### config.mk
export PLATFORM = sky130hd
export DESIGN_NAME = polygon_centroid
export DESIGN_NICKNAME = d
export VERILOG_FILES = /design/src/hw/rtl/pcent_pkg.sv /design/src/hw/rtl/pcent_dpath.sv /design/src/hw/rtl/pcent_ctrl.sv /design/src/hw/rtl/polygon_centroid.sv
export SDC_FILE = /design/constraint.sdc
export NUM_CORES = 2
export LEC_CHECK = 0
export ABC_AREA = 1
export BUFFER_PORTS_ARGS = -buffer_cell sky130_fd_sc_hd__buf_4
export CAP_MARGIN = 10
export CELL_PAD_IN_SITES_DETAIL_PLACEMENT = 0
export CELL_PAD_IN_SITES_GLOBAL_PLACEMENT = 1
export CORE_MARGIN = 1
export CORE_UTILIZATION = 44
export CTS_CLUSTER_DIAMETER = 120
export DETAILED_ROUTE_END_ITERATION = 10
export PLACE_DENSITY_LB_ADDON = 0.1
export SETUP_SLACK_MARGIN = 0.4
export SYNTH_ARGS = -nofsm -noshare
export SYNTH_HDL_FRONTEND = slang
export SYNTH_SLANG_ARGS = --single-unit
### constraint.sdc
create_clock -name aclk -period 6.1 [get_ports aclk]
set_clock_uncertainty 0.05 [all_clocks]
set_input_delay 0.915 -clock aclk [delete_from_list [all_inputs] [get_ports aclk]]
set_output_delay 0.915 -clock aclk [all_outputs]
set_load 0.05 [all_outputs]
### src/hw/rtl/pcent_pkg.sv
`default_nettype none

package pcent_pkg;

    // Coordinate and accumulator widths.
    localparam int COORD_BITS  = 12;
    localparam int AREA_BITS   = 32;
    localparam int MOMENT_BITS = 46;

    // Derived datapath widths.
    localparam int PRODUCT_BITS = 2 * COORD_BITS;          // x0*y1
    localparam int CROSS_BITS   = PRODUCT_BITS + 1;        // signed cross product
    localparam int SUM_BITS     = COORD_BITS + 1;          // x0+x1
    localparam int MOM_TERM_BITS = SUM_BITS + 1 + CROSS_BITS; // (x0+x1)*cross, signed
    localparam int DEN_BITS     = AREA_BITS + 2;           // 3 * |twice area|
    localparam int DIV_BITS     = MOMENT_BITS + 2;         // divider working width
    localparam int STEP_BITS    = $clog2(COORD_BITS);

    // Commands from the controller to the datapath.
    typedef struct packed {
        logic accept;      // input transfer this cycle
        logic close_load;  // load the closing edge back to the first vertex
        logic prod;        // edge step 1: coordinate products and sums
        logic cross_acc;   // edge step 2: cross product, area accumulate
        logic mom_mul;     // edge step 3: moment terms
        logic mom_acc;     // edge step 4: moment accumulate
        logic div_prep;    // set up the divide, clear the polygon state
        logic div_sat;     // check quotient overflow
        logic div_step;    // one restoring divide step
        logic out_load;    // load the result register
    } cmd_t;

    // Status from the datapath to the controller.
    typedef struct packed {
        logic have_first;
    } stat_t;

endpackage

`default_nettype wire

### src/hw/rtl/pcent_dpath.sv
`default_nettype none

module pcent_dpath (
    input  wire logic                          aclk,
    input  wire logic                          aresetn,
    input  wire pcent_pkg::cmd_t               cmd,
    output pcent_pkg::stat_t                   stat,
    input  wire logic [pcent_pkg::COORD_BITS-1:0] s_vertex_x,
    input  wire logic [pcent_pkg::COORD_BITS-1:0] s_vertex_y,
    output logic [pcent_pkg::COORD_BITS-1:0]   m_centroid_x,
    output logic [pcent_pkg::COORD_BITS-1:0]   m_centroid_y,
    output logic                               m_degenerate
);
    import pcent_pkg::*;

    // Polygon state.
    logic                          have_first_reg;
    logic [COORD_BITS-1:0]         first_x_reg, first_y_reg;
    logic [COORD_BITS-1:0]         prev_x_reg, prev_y_reg;
    logic [AREA_BITS-1:0]          area_reg;
    logic [MOMENT_BITS-1:0]        mom_x_reg, mom_y_reg;

    // Edge operands and intermediate results.
    logic [COORD_BITS-1:0]         ax_reg, ay_reg, bx_reg, by_reg;
    logic [PRODUCT_BITS-1:0]       p0_reg, p1_reg;
    logic [SUM_BITS-1:0]           sx_reg, sy_reg;
    logic signed [CROSS_BITS-1:0]  c_reg;
    logic signed [MOM_TERM_BITS-1:0] mx_reg, my_reg;

    // Divider state.
    logic [DIV_BITS-1:0]           rem_x_reg, rem_y_reg, dsh_reg;
    logic [COORD_BITS-1:0]         q_x_reg, q_y_reg;
    logic                          neg_x_reg, neg_y_reg, sat_x_reg, sat_y_reg, deg_reg;

    // Result register.
    logic [COORD_BITS-1:0]         cx_reg, cy_reg;
    logic                          degenerate_reg;

    logic [CROSS_BITS-1:0]         c_next;
    logic [AREA_BITS-1:0]          area_mag;
    logic [DEN_BITS-1:0]           den_mag;
    logic [MOMENT_BITS-1:0]        mom_x_mag, mom_y_mag;
    logic                          ge_x, ge_y;

    assign stat.have_first = have_first_reg;

    // Cross product of the current edge.
    assign c_next = {1'b0, p0_reg} - {1'b0, p1_reg};

    // Divider setup: magnitudes and the divisor 3 * |twice area|.
    assign area_mag  = area_reg[AREA_BITS-1] ? (~area_reg + 1'b1) : area_reg;
    assign den_mag   = {2'b00, area_mag} + {1'b0, area_mag, 1'b0};
    assign mom_x_mag = mom_x_reg[MOMENT_BITS-1] ? (~mom_x_reg + 1'b1) : mom_x_reg;
    assign mom_y_mag = mom_y_reg[MOMENT_BITS-1] ? (~mom_y_reg + 1'b1) : mom_y_reg;

    // Restoring divide compare.
    assign ge_x = (rem_x_reg >= dsh_reg);
    assign ge_y = (rem_y_reg >= dsh_reg);

    // Polygon state, cleared by reset and when the divide is set up.
    always_ff @(posedge aclk) begin
        if (!aresetn) begin
            have_first_reg <= 1'b0;
            area_reg       <= '0;
            mom_x_reg      <= '0;
            mom_y_reg      <= '0;
        end else begin
            if (cmd.accept) begin
                have_first_reg <= 1'b1;
            end
            if (cmd.cross_acc) begin
                area_reg <= area_reg
                    + {{(AREA_BITS-CROSS_BITS){c_next[CROSS_BITS-1]}}, c_next};
            end
            if (cmd.mom_acc) begin
                mom_x_reg <= mom_x_reg
                    + {{(MOMENT_BITS-MOM_TERM_BITS){mx_reg[MOM_TERM_BITS-1]}}, mx_reg};
                mom_y_reg <= mom_y_reg
                    + {{(MOMENT_BITS-MOM_TERM_BITS){my_reg[MOM_TERM_BITS-1]}}, my_reg};
            end
            if (cmd.div_prep) begin
                have_first_reg <= 1'b0;
                area_reg       <= '0;
                mom_x_reg      <= '0;
                mom_y_reg      <= '0;
            end
        end
    end

    // Vertex registers and edge operands.
    always_ff @(posedge aclk) begin
        if (cmd.accept) begin
            prev_x_reg <= s_vertex_x;
            prev_y_reg <= s_vertex_y;
            if (have_first_reg) begin
                ax_reg <= prev_x_reg;
                ay_reg <= prev_y_reg;
                bx_reg <= s_vertex_x;
                by_reg <= s_vertex_y;
            end else begin
                first_x_reg <= s_vertex_x;
                first_y_reg <= s_vertex_y;
            end
        end
        if (cmd.close_load) begin
            ax_reg <= prev_x_reg;
            ay_reg <= prev_y_reg;
            bx_reg <= first_x_reg;
            by_reg <= first_y_reg;
        end
    end

    // Edge arithmetic, at most one multiply level per step.
    always_ff @(posedge aclk) begin
        if (cmd.prod) begin
            p0_reg <= ax_reg * by_reg;
            p1_reg <= bx_reg * ay_reg;
            sx_reg <= {1'b0, ax_reg} + {1'b0, bx_reg};
            sy_reg <= {1'b0, ay_reg} + {1'b0, by_reg};
        end
        if (cmd.cross_acc) begin
            c_reg <= $signed(c_next);
        end
        if (cmd.mom_mul) begin
            mx_reg <= $signed({1'b0, sx_reg}) * c_reg;
            my_reg <= $signed({1'b0, sy_reg}) * c_reg;
        end
    end

    // Two restoring dividers sharing one shifted divisor.
    always_ff @(posedge aclk) begin
        if (cmd.div_prep) begin
            rem_x_reg <= {2'b00, mom_x_mag};
            rem_y_reg <= {2'b00, mom_y_mag};
            dsh_reg   <= {{(DIV_BITS-DEN_BITS-COORD_BITS){1'b0}}, den_mag,
                          {COORD_BITS{1'b0}}};
            neg_x_reg <= mom_x_reg[MOMENT_BITS-1] ^ area_reg[AREA_BITS-1];
            neg_y_reg <= mom_y_reg[MOMENT_BITS-1] ^ area_reg[AREA_BITS-1];
            deg_reg   <= (area_reg == '0);
        end
        if (cmd.div_sat) begin
            sat_x_reg <= ge_x;
            sat_y_reg <= ge_y;
            dsh_reg   <= dsh_reg >> 1;
        end
        if (cmd.div_step) begin
            if (ge_x) begin
                rem_x_reg <= rem_x_reg - dsh_reg;
            end
            if (ge_y) begin
                rem_y_reg <= rem_y_reg - dsh_reg;
            end
            q_x_reg <= {q_x_reg[COORD_BITS-2:0], ge_x};
            q_y_reg <= {q_y_reg[COORD_BITS-2:0], ge_y};
            dsh_reg <= dsh_reg >> 1;
        end
    end

    // Result register: zero for a negative or degenerate result, full scale on overflow.
    always_ff @(posedge aclk) begin
        if (cmd.out_load) begin
            degenerate_reg <= deg_reg;
            if (deg_reg || neg_x_reg) begin
                cx_reg <= '0;
            end else if (sat_x_reg) begin
                cx_reg <= '1;
            end else begin
                cx_reg <= q_x_reg;
            end
            if (deg_reg || neg_y_reg) begin
                cy_reg <= '0;
            end else if (sat_y_reg) begin
                cy_reg <= '1;
            end else begin
                cy_reg <= q_y_reg;
            end
        end
    end

    assign m_centroid_x = cx_reg;
    assign m_centroid_y = cy_reg;
    assign m_degenerate = degenerate_reg;

endmodule

`default_nettype wire

### src/hw/rtl/pcent_ctrl.sv
`default_nettype none

module pcent_ctrl (
    input  wire logic             aclk,
    input  wire logic             aresetn,
    input  wire logic             s_valid,
    input  wire logic             s_last_vertex,
    output logic                  s_ready,
    output logic                  m_valid,
    input  wire logic             m_ready,
    input  wire pcent_pkg::stat_t stat,
    output pcent_pkg::cmd_t       cmd
);
    import pcent_pkg::*;

    typedef enum logic [3:0] {
        ST_IDLE,
        ST_PROD,
        ST_CROSS,
        ST_MUL,
        ST_ACC,
        ST_CLOSE,
        ST_PREP,
        ST_SAT,
        ST_STEP,
        ST_DONE
    } state_t;

    state_t               state_reg, state_next;
    logic                 last_reg, last_next;
    logic                 closing_reg, closing_next;
    logic [STEP_BITS-1:0] step_cnt_reg, step_cnt_next;
    logic                 m_valid_reg, m_valid_next;
    logic                 accept;

    // A new vertex is taken when idle, or while the last step of an ordinary edge runs.
    assign s_ready = (state_reg == ST_IDLE) || ((state_reg == ST_ACC) && !last_reg);
    assign accept  = s_valid && s_ready;
    assign m_valid = m_valid_reg;

    // Next state and commands.
    always_comb begin
        state_next    = state_reg;
        last_next     = last_reg;
        closing_next  = closing_reg;
        step_cnt_next = step_cnt_reg;
        m_valid_next  = m_valid_reg && !m_ready;
        cmd           = '0;
        cmd.accept    = accept;

        case (state_reg)
            ST_IDLE: begin
                if (accept) begin
                    last_next    = s_last_vertex;
                    closing_next = 1'b0;
                    if (stat.have_first) begin
                        state_next = ST_PROD;
                    end else if (s_last_vertex) begin
                        state_next = ST_CLOSE;
                    end
                end
            end
            ST_PROD: begin
                cmd.prod   = 1'b1;
                state_next = ST_CROSS;
            end
            ST_CROSS: begin
                cmd.cross_acc = 1'b1;
                state_next    = ST_MUL;
            end
            ST_MUL: begin
                cmd.mom_mul = 1'b1;
                state_next  = ST_ACC;
            end
            ST_ACC: begin
                cmd.mom_acc = 1'b1;
                if (closing_reg) begin
                    state_next = ST_PREP;
                end else if (last_reg) begin
                    state_next = ST_CLOSE;
                end else if (accept) begin
                    // Back-to-back vertex; have_first is always set here.
                    last_next  = s_last_vertex;
                    state_next = ST_PROD;
                end else begin
                    state_next = ST_IDLE;
                end
            end
            ST_CLOSE: begin
                cmd.close_load = 1'b1;
                closing_next   = 1'b1;
                state_next     = ST_PROD;
            end
            ST_PREP: begin
                cmd.div_prep = 1'b1;
                state_next   = ST_SAT;
            end
            ST_SAT: begin
                cmd.div_sat   = 1'b1;
                step_cnt_next = STEP_BITS'(COORD_BITS - 1);
                state_next    = ST_STEP;
            end
            ST_STEP: begin
                cmd.div_step  = 1'b1;
                step_cnt_next = step_cnt_reg - 1'b1;
                if (step_cnt_reg == '0) begin
                    state_next = ST_DONE;
                end
            end
            ST_DONE: begin
                // Wait for the result register to be free.
                if (!m_valid_reg || m_ready) begin
                    cmd.out_load = 1'b1;
                    m_valid_next = 1'b1;
                    state_next   = ST_IDLE;
                end
            end
            default: begin
                state_next = ST_IDLE;
            end
        endcase
    end

    // State and registered outputs.
    always_ff @(posedge aclk) begin
        if (!aresetn) begin
            state_reg    <= ST_IDLE;
            last_reg     <= 1'b0;
            closing_reg  <= 1'b0;
            step_cnt_reg <= '0;
            m_valid_reg  <= 1'b0;
        end else begin
            state_reg    <= state_next;
            last_reg     <= last_next;
            closing_reg  <= closing_next;
            step_cnt_reg <= step_cnt_next;
            m_valid_reg  <= m_valid_next;
        end
    end

endmodule

`default_nettype wire

### src/hw/rtl/polygon_centroid.sv
`default_nettype none

// Area centroid of a polygon by the shoelace formula. Vertices arrive one per
// transfer on the s_ channel, with s_last_vertex set on the closing vertex; one
// result per polygon leaves on the m_ channel as the centroid truncated toward
// zero, clamped to the coordinate range, or zeros with m_degenerate set when the
// signed area is zero. All sums are exact integers. Each edge runs through a
// four-step multiply and accumulate sequence; the first vertex of a polygon
// adds no edge. The last vertex adds the closing edge and a restoring divide
// (an overflow check, then one step per quotient bit), and the next polygon
// can start once the result is loaded.
// A waiting result does not stop the following polygon's vertices.
module polygon_centroid (
    input  wire logic                             aclk,
    input  wire logic                             aresetn,
    input  wire logic [pcent_pkg::COORD_BITS-1:0] s_vertex_x,
    input  wire logic [pcent_pkg::COORD_BITS-1:0] s_vertex_y,
    input  wire logic                             s_last_vertex,
    input  wire logic                             s_valid,
    output logic                                  s_ready,
    output logic [pcent_pkg::COORD_BITS-1:0]      m_centroid_x,
    output logic [pcent_pkg::COORD_BITS-1:0]      m_centroid_y,
    output logic                                  m_degenerate,
    output logic                                  m_valid,
    input  wire logic                             m_ready
);
    import pcent_pkg::*;

    cmd_t  cmd;
    stat_t stat;

    // Sequencer.
    pcent_ctrl u_ctrl (
        .aclk          (aclk),
        .aresetn       (aresetn),
        .s_valid       (s_valid),
        .s_last_vertex (s_last_vertex),
        .s_ready       (s_ready),
        .m_valid       (m_valid),
        .m_ready       (m_ready),
        .stat          (stat),
        .cmd           (cmd)
    );

    // Accumulators, divider and result register.
    pcent_dpath u_dpath (
        .aclk         (aclk),
        .aresetn      (aresetn),
        .cmd          (cmd),
        .stat         (stat),
        .s_vertex_x   (s_vertex_x),
        .s_vertex_y   (s_vertex_y),
        .m_centroid_x (m_centroid_x),
        .m_centroid_y (m_centroid_y),
        .m_degenerate (m_degenerate)
    );

endmodule

`default_nettype wire

==> metrics.md <==
| Metric | Value |
|---|---|
| Headroom to the max-slew limit | 0.1919 |
| Post-layout net count | 13300 |
| Sink count of the clock tree | 605 |
| CP Max Fanout | 7 |
| Run status | finished clean |
| Area taken by multi-input logic gates | 55760 um^2 |
| Unique masters post-synth | 60 |
| Worst reg-to-reg path cell count | 26 |
| Count of antenna-violating nets left after detailed routing | 0 |
| Die Span Y | 432.7 um |
| Routed wire length | 291.8 mm |
| Number of primary I/O pins | 56 |
| Placed cells | 14180 |
| Commonest register cell after synthesis | edfxtp_1 |
| Hold worst-path end | u_dpath.prev_x_reg[8]$_DFFE_PP_ |
| R2r setup slk | 0.29 ns |
| Max Buffers Root-to-Sink | 3 |
| Pre-antenna DRT Iters | 6 |
| Highest achievable clock rate | 0.1722 GHz |
| Worst Hold Class | in2reg |
| Initial antenna violation count | 2 |
| Clock slew at reported path FFs | 0.06 ns |
| Starting DRC count in detailed routing | 5085 |
| Total of warnings raised by yosys | 0 |
| Endpoint kind of the worst setup timing path | flop |
| Die Wd | 432.7 um |
| Post-DP HPWL | 240.0 mm |
| Synth top area cells | fa_1, nand2_1, edfxtp_1, inv_1, ha_1 |
| Area of the mapped netlist | 81620 um^2 |
| Kind of start point of the critical path | flop |
| Launch instance of the worst min-delay path | s_vertex_x[8] |
| Most frequent standard cell in the layout excluding fill and tap cells | nand2_1 |
| Met1 wire length | 128.8 mm |
| Skew-Pair Late Insertion Delay | 0.73 ns |
| Routed wirelength normalized by instance count | 20.29 um |
| Unrepaired setup endpoints after global routing | yes |
| Critical path class | reg2reg |
| Setup-violating endpoint count in the final report | 0 |
| Initial core utilization | 0.4444 |
| Avg Inst Size Synth | 6.940 um^2 |
| Placeable Area | 183700 um^2 |
| Async set or reset register ratio after synthesis | 0 |
| Number of global-route vias before repair | 74090 |
| Filler cell count in the final layout | 18840 |
| Required time worst endpoint | 6.50 ns |
| Wire length on met3 | 13.08 mm |
| Area used by sequential logic in the layout | 15850 um^2 |
| Net count after synthesis | 13210 |
| Global-route wire length before repair | 441.8 mm |
| Cell at the slowest stage of the critical path | fa_1 |
| Drc violations | 0 |
| Number of cell rows | 157 |
| FF-to-FF End | u_dpath.my_reg[33]$_DFFE_PP_ |
| Fraction of layout instances using a drive strength above 1 | 0.06882 |
| Post-Syn Instances | 11760 |
| Number of cells traversed by the worst hold path | 1 |
| Area share of the largest cell type after synthesis | 0.1989 |
| Crit path largest cell delay | 0.55 ns |
| Deepest level of the CTS H-tree | 3 |
| Commonest non-fill, non-tap cells in the layout | nand2_1, inv_1, nor2_1 |
| Number of enable flip-flop cells after synthesis | 373 |
| Total clock buffers created by CTS | 79 |
| Post-route minimum period | 5.806 ns |
| Minimum hold slack | 0.3529 ns |
| Sequential area share after synthesis | 0.1941 |
| Vias per Instance | 5.129 |
| Number of maximum-capacitance constraint violations | 0 |
| Worst endpoint data arrival time | 6.21 ns |
| Weighted congestion reported at the end of routability-driven placement | 0.9775 |
| Largest net degree at the start of global routing | 106 |
| Final number of max-transition violations | 0 |
| Die footprint | 187200 um^2 |
| Total via count after detailed routing | 73770 |
| Worst slew pin tran | 1.212 ns |
| WL met2 | 138.4 mm |
| Root buffer cell | clkbuf_16 |
| Number of failing hold endpoints at the final stage | 0 |
| CTS tree | built |
| Total gr overflow | 0 |
| Total routing usage reported by global routing | 0.3114 |
| Part of the cycle the worst path needs | 0.9518 |
| Layout overhead on the synthesized area | 11.07% |
| Non-filler instance count after layout | 14380 |
| DR top layer | met5 |
| Number of port buffers | 55 |
| Startpoint of the worst-slack reg-to-reg timing path | u_dpath.sy_reg[2]$_DFFE_PP_ |
| Synthesized flop and latch total | 605 |
| Library cell occupying the most area in the post-synthesis netlist | fa_1 |
| Library cell appearing most often on the critical path | fa_1 |
## per-stage QoR
stage,TNS [ns],area (um^2),utilization,worst slack (ns)
after floorplan,0,81620,-,0.4168
after global placement,0,86080,0.4687,0.05983
after detailed placement,-0.003847,86080,0.4687,-0.003847
after CTS,0,89650,0.4881,0.3061
after global routing,0,90640,0.4935,0.09077
final,0,90650,0.4936,0.2940
## cell type report
cell class | count | area share
diodes | 4 | 0.0001104
clock buffers | 96 | 0.02273
clock inverters | 52 | 0.007191
inverters | 2680 | 0.1111
multi-input cells | 8164 | 0.6152
flip-flops and latches | 605 | 0.1748
well taps | 2464 | 0.03401
repair buffers | 319 | 0.03491
## per-layer routing
metal | up-vias | GRT usage
li1 | 36070 | -
met1 | 35490 | 0.4089
met2 | 1817 | 0.5320
met4 | 2 | 0.1074
met3 | 388 | 0.03155
met5 | - | 0
## critical path, delay by kind of cell, from the launching register on
family	cells	cell delay [ns]
buf+inv	9	0.66
flops	1	0.45
fa+ha+maj	7	3.38
simple gates	10	0.98
## synthesized netlist by cell type, drive strengths merged (124+ instances only)
| cell type | count |
|---|---|
| a21oi | 605 |
| clkbuf | 261 |
| dfxtp | 232 |
| edfxtp | 373 |
| fa | 811 |
| ha | 607 |
| inv | 2676 |
| nand2 | 3403 |
| nand3 | 501 |
| nand4 | 124 |
| nor2 | 950 |
| o21ai | 446 |
| xor2 | 235 |
## logic make-up after synthesis
kind of cell               after synthesis  share of synthesized area
muxes                                   25                   0.003434
AOI/OAI and AO/OA                     1245                    0.08232
DFF                                    605                     0.1941
and+or+nand+nor                       5153                     0.2546
xor gates and xnor gates               323                    0.03466
buffers and inverters                 2992                     0.1388
adders and majority gates             1418                     0.2920
## worst max path at each step
stage / slack (ns) / cells after the start / start / endpoint
3_5_place_dp: -0.004 / 19 / u_dpath.sx_reg[5]$_DFFE_PP_ / u_dpath.mx_reg[38]$_DFFE_PP_
5_1_grt: 0.09 / 26 / u_dpath.sy_reg[2]$_DFFE_PP_ / u_dpath.my_reg[33]$_DFFE_PP_
6_report: 0.29 / 26 / u_dpath.sy_reg[2]$_DFFE_PP_ / u_dpath.my_reg[33]$_DFFE_PP_
3_3_place_gp: 0.06 / 26 / u_dpath.sy_reg[2]$_DFFE_PP_ / u_dpath.my_reg[28]$_DFFE_PP_
4_1_cts: 0.31 / 27 / u_dpath.sy_reg[2]$_DFFE_PP_ / u_dpath.my_reg[31]$_DFFE_PP_
2_1_floorplan: 0.42 / 20 / u_dpath.c_reg[24]$_DFFE_PP_ / u_dpath.my_reg[36]$_DFFE_PP_
## repair_timing
item                                   in CTS  in global routing
endpoints found under the hold margin       0                  0
setup buffers                              19                 27
hold buffers                                0                  0
setup endpoints to repair                  49                 58
resized for setup                         162                197
pin swaps                                  24                 88
cloned                                      3                  4
Power is not shown: default switching activity piles up to over one toggle a cycle in this logic, so the estimate is an artifact.
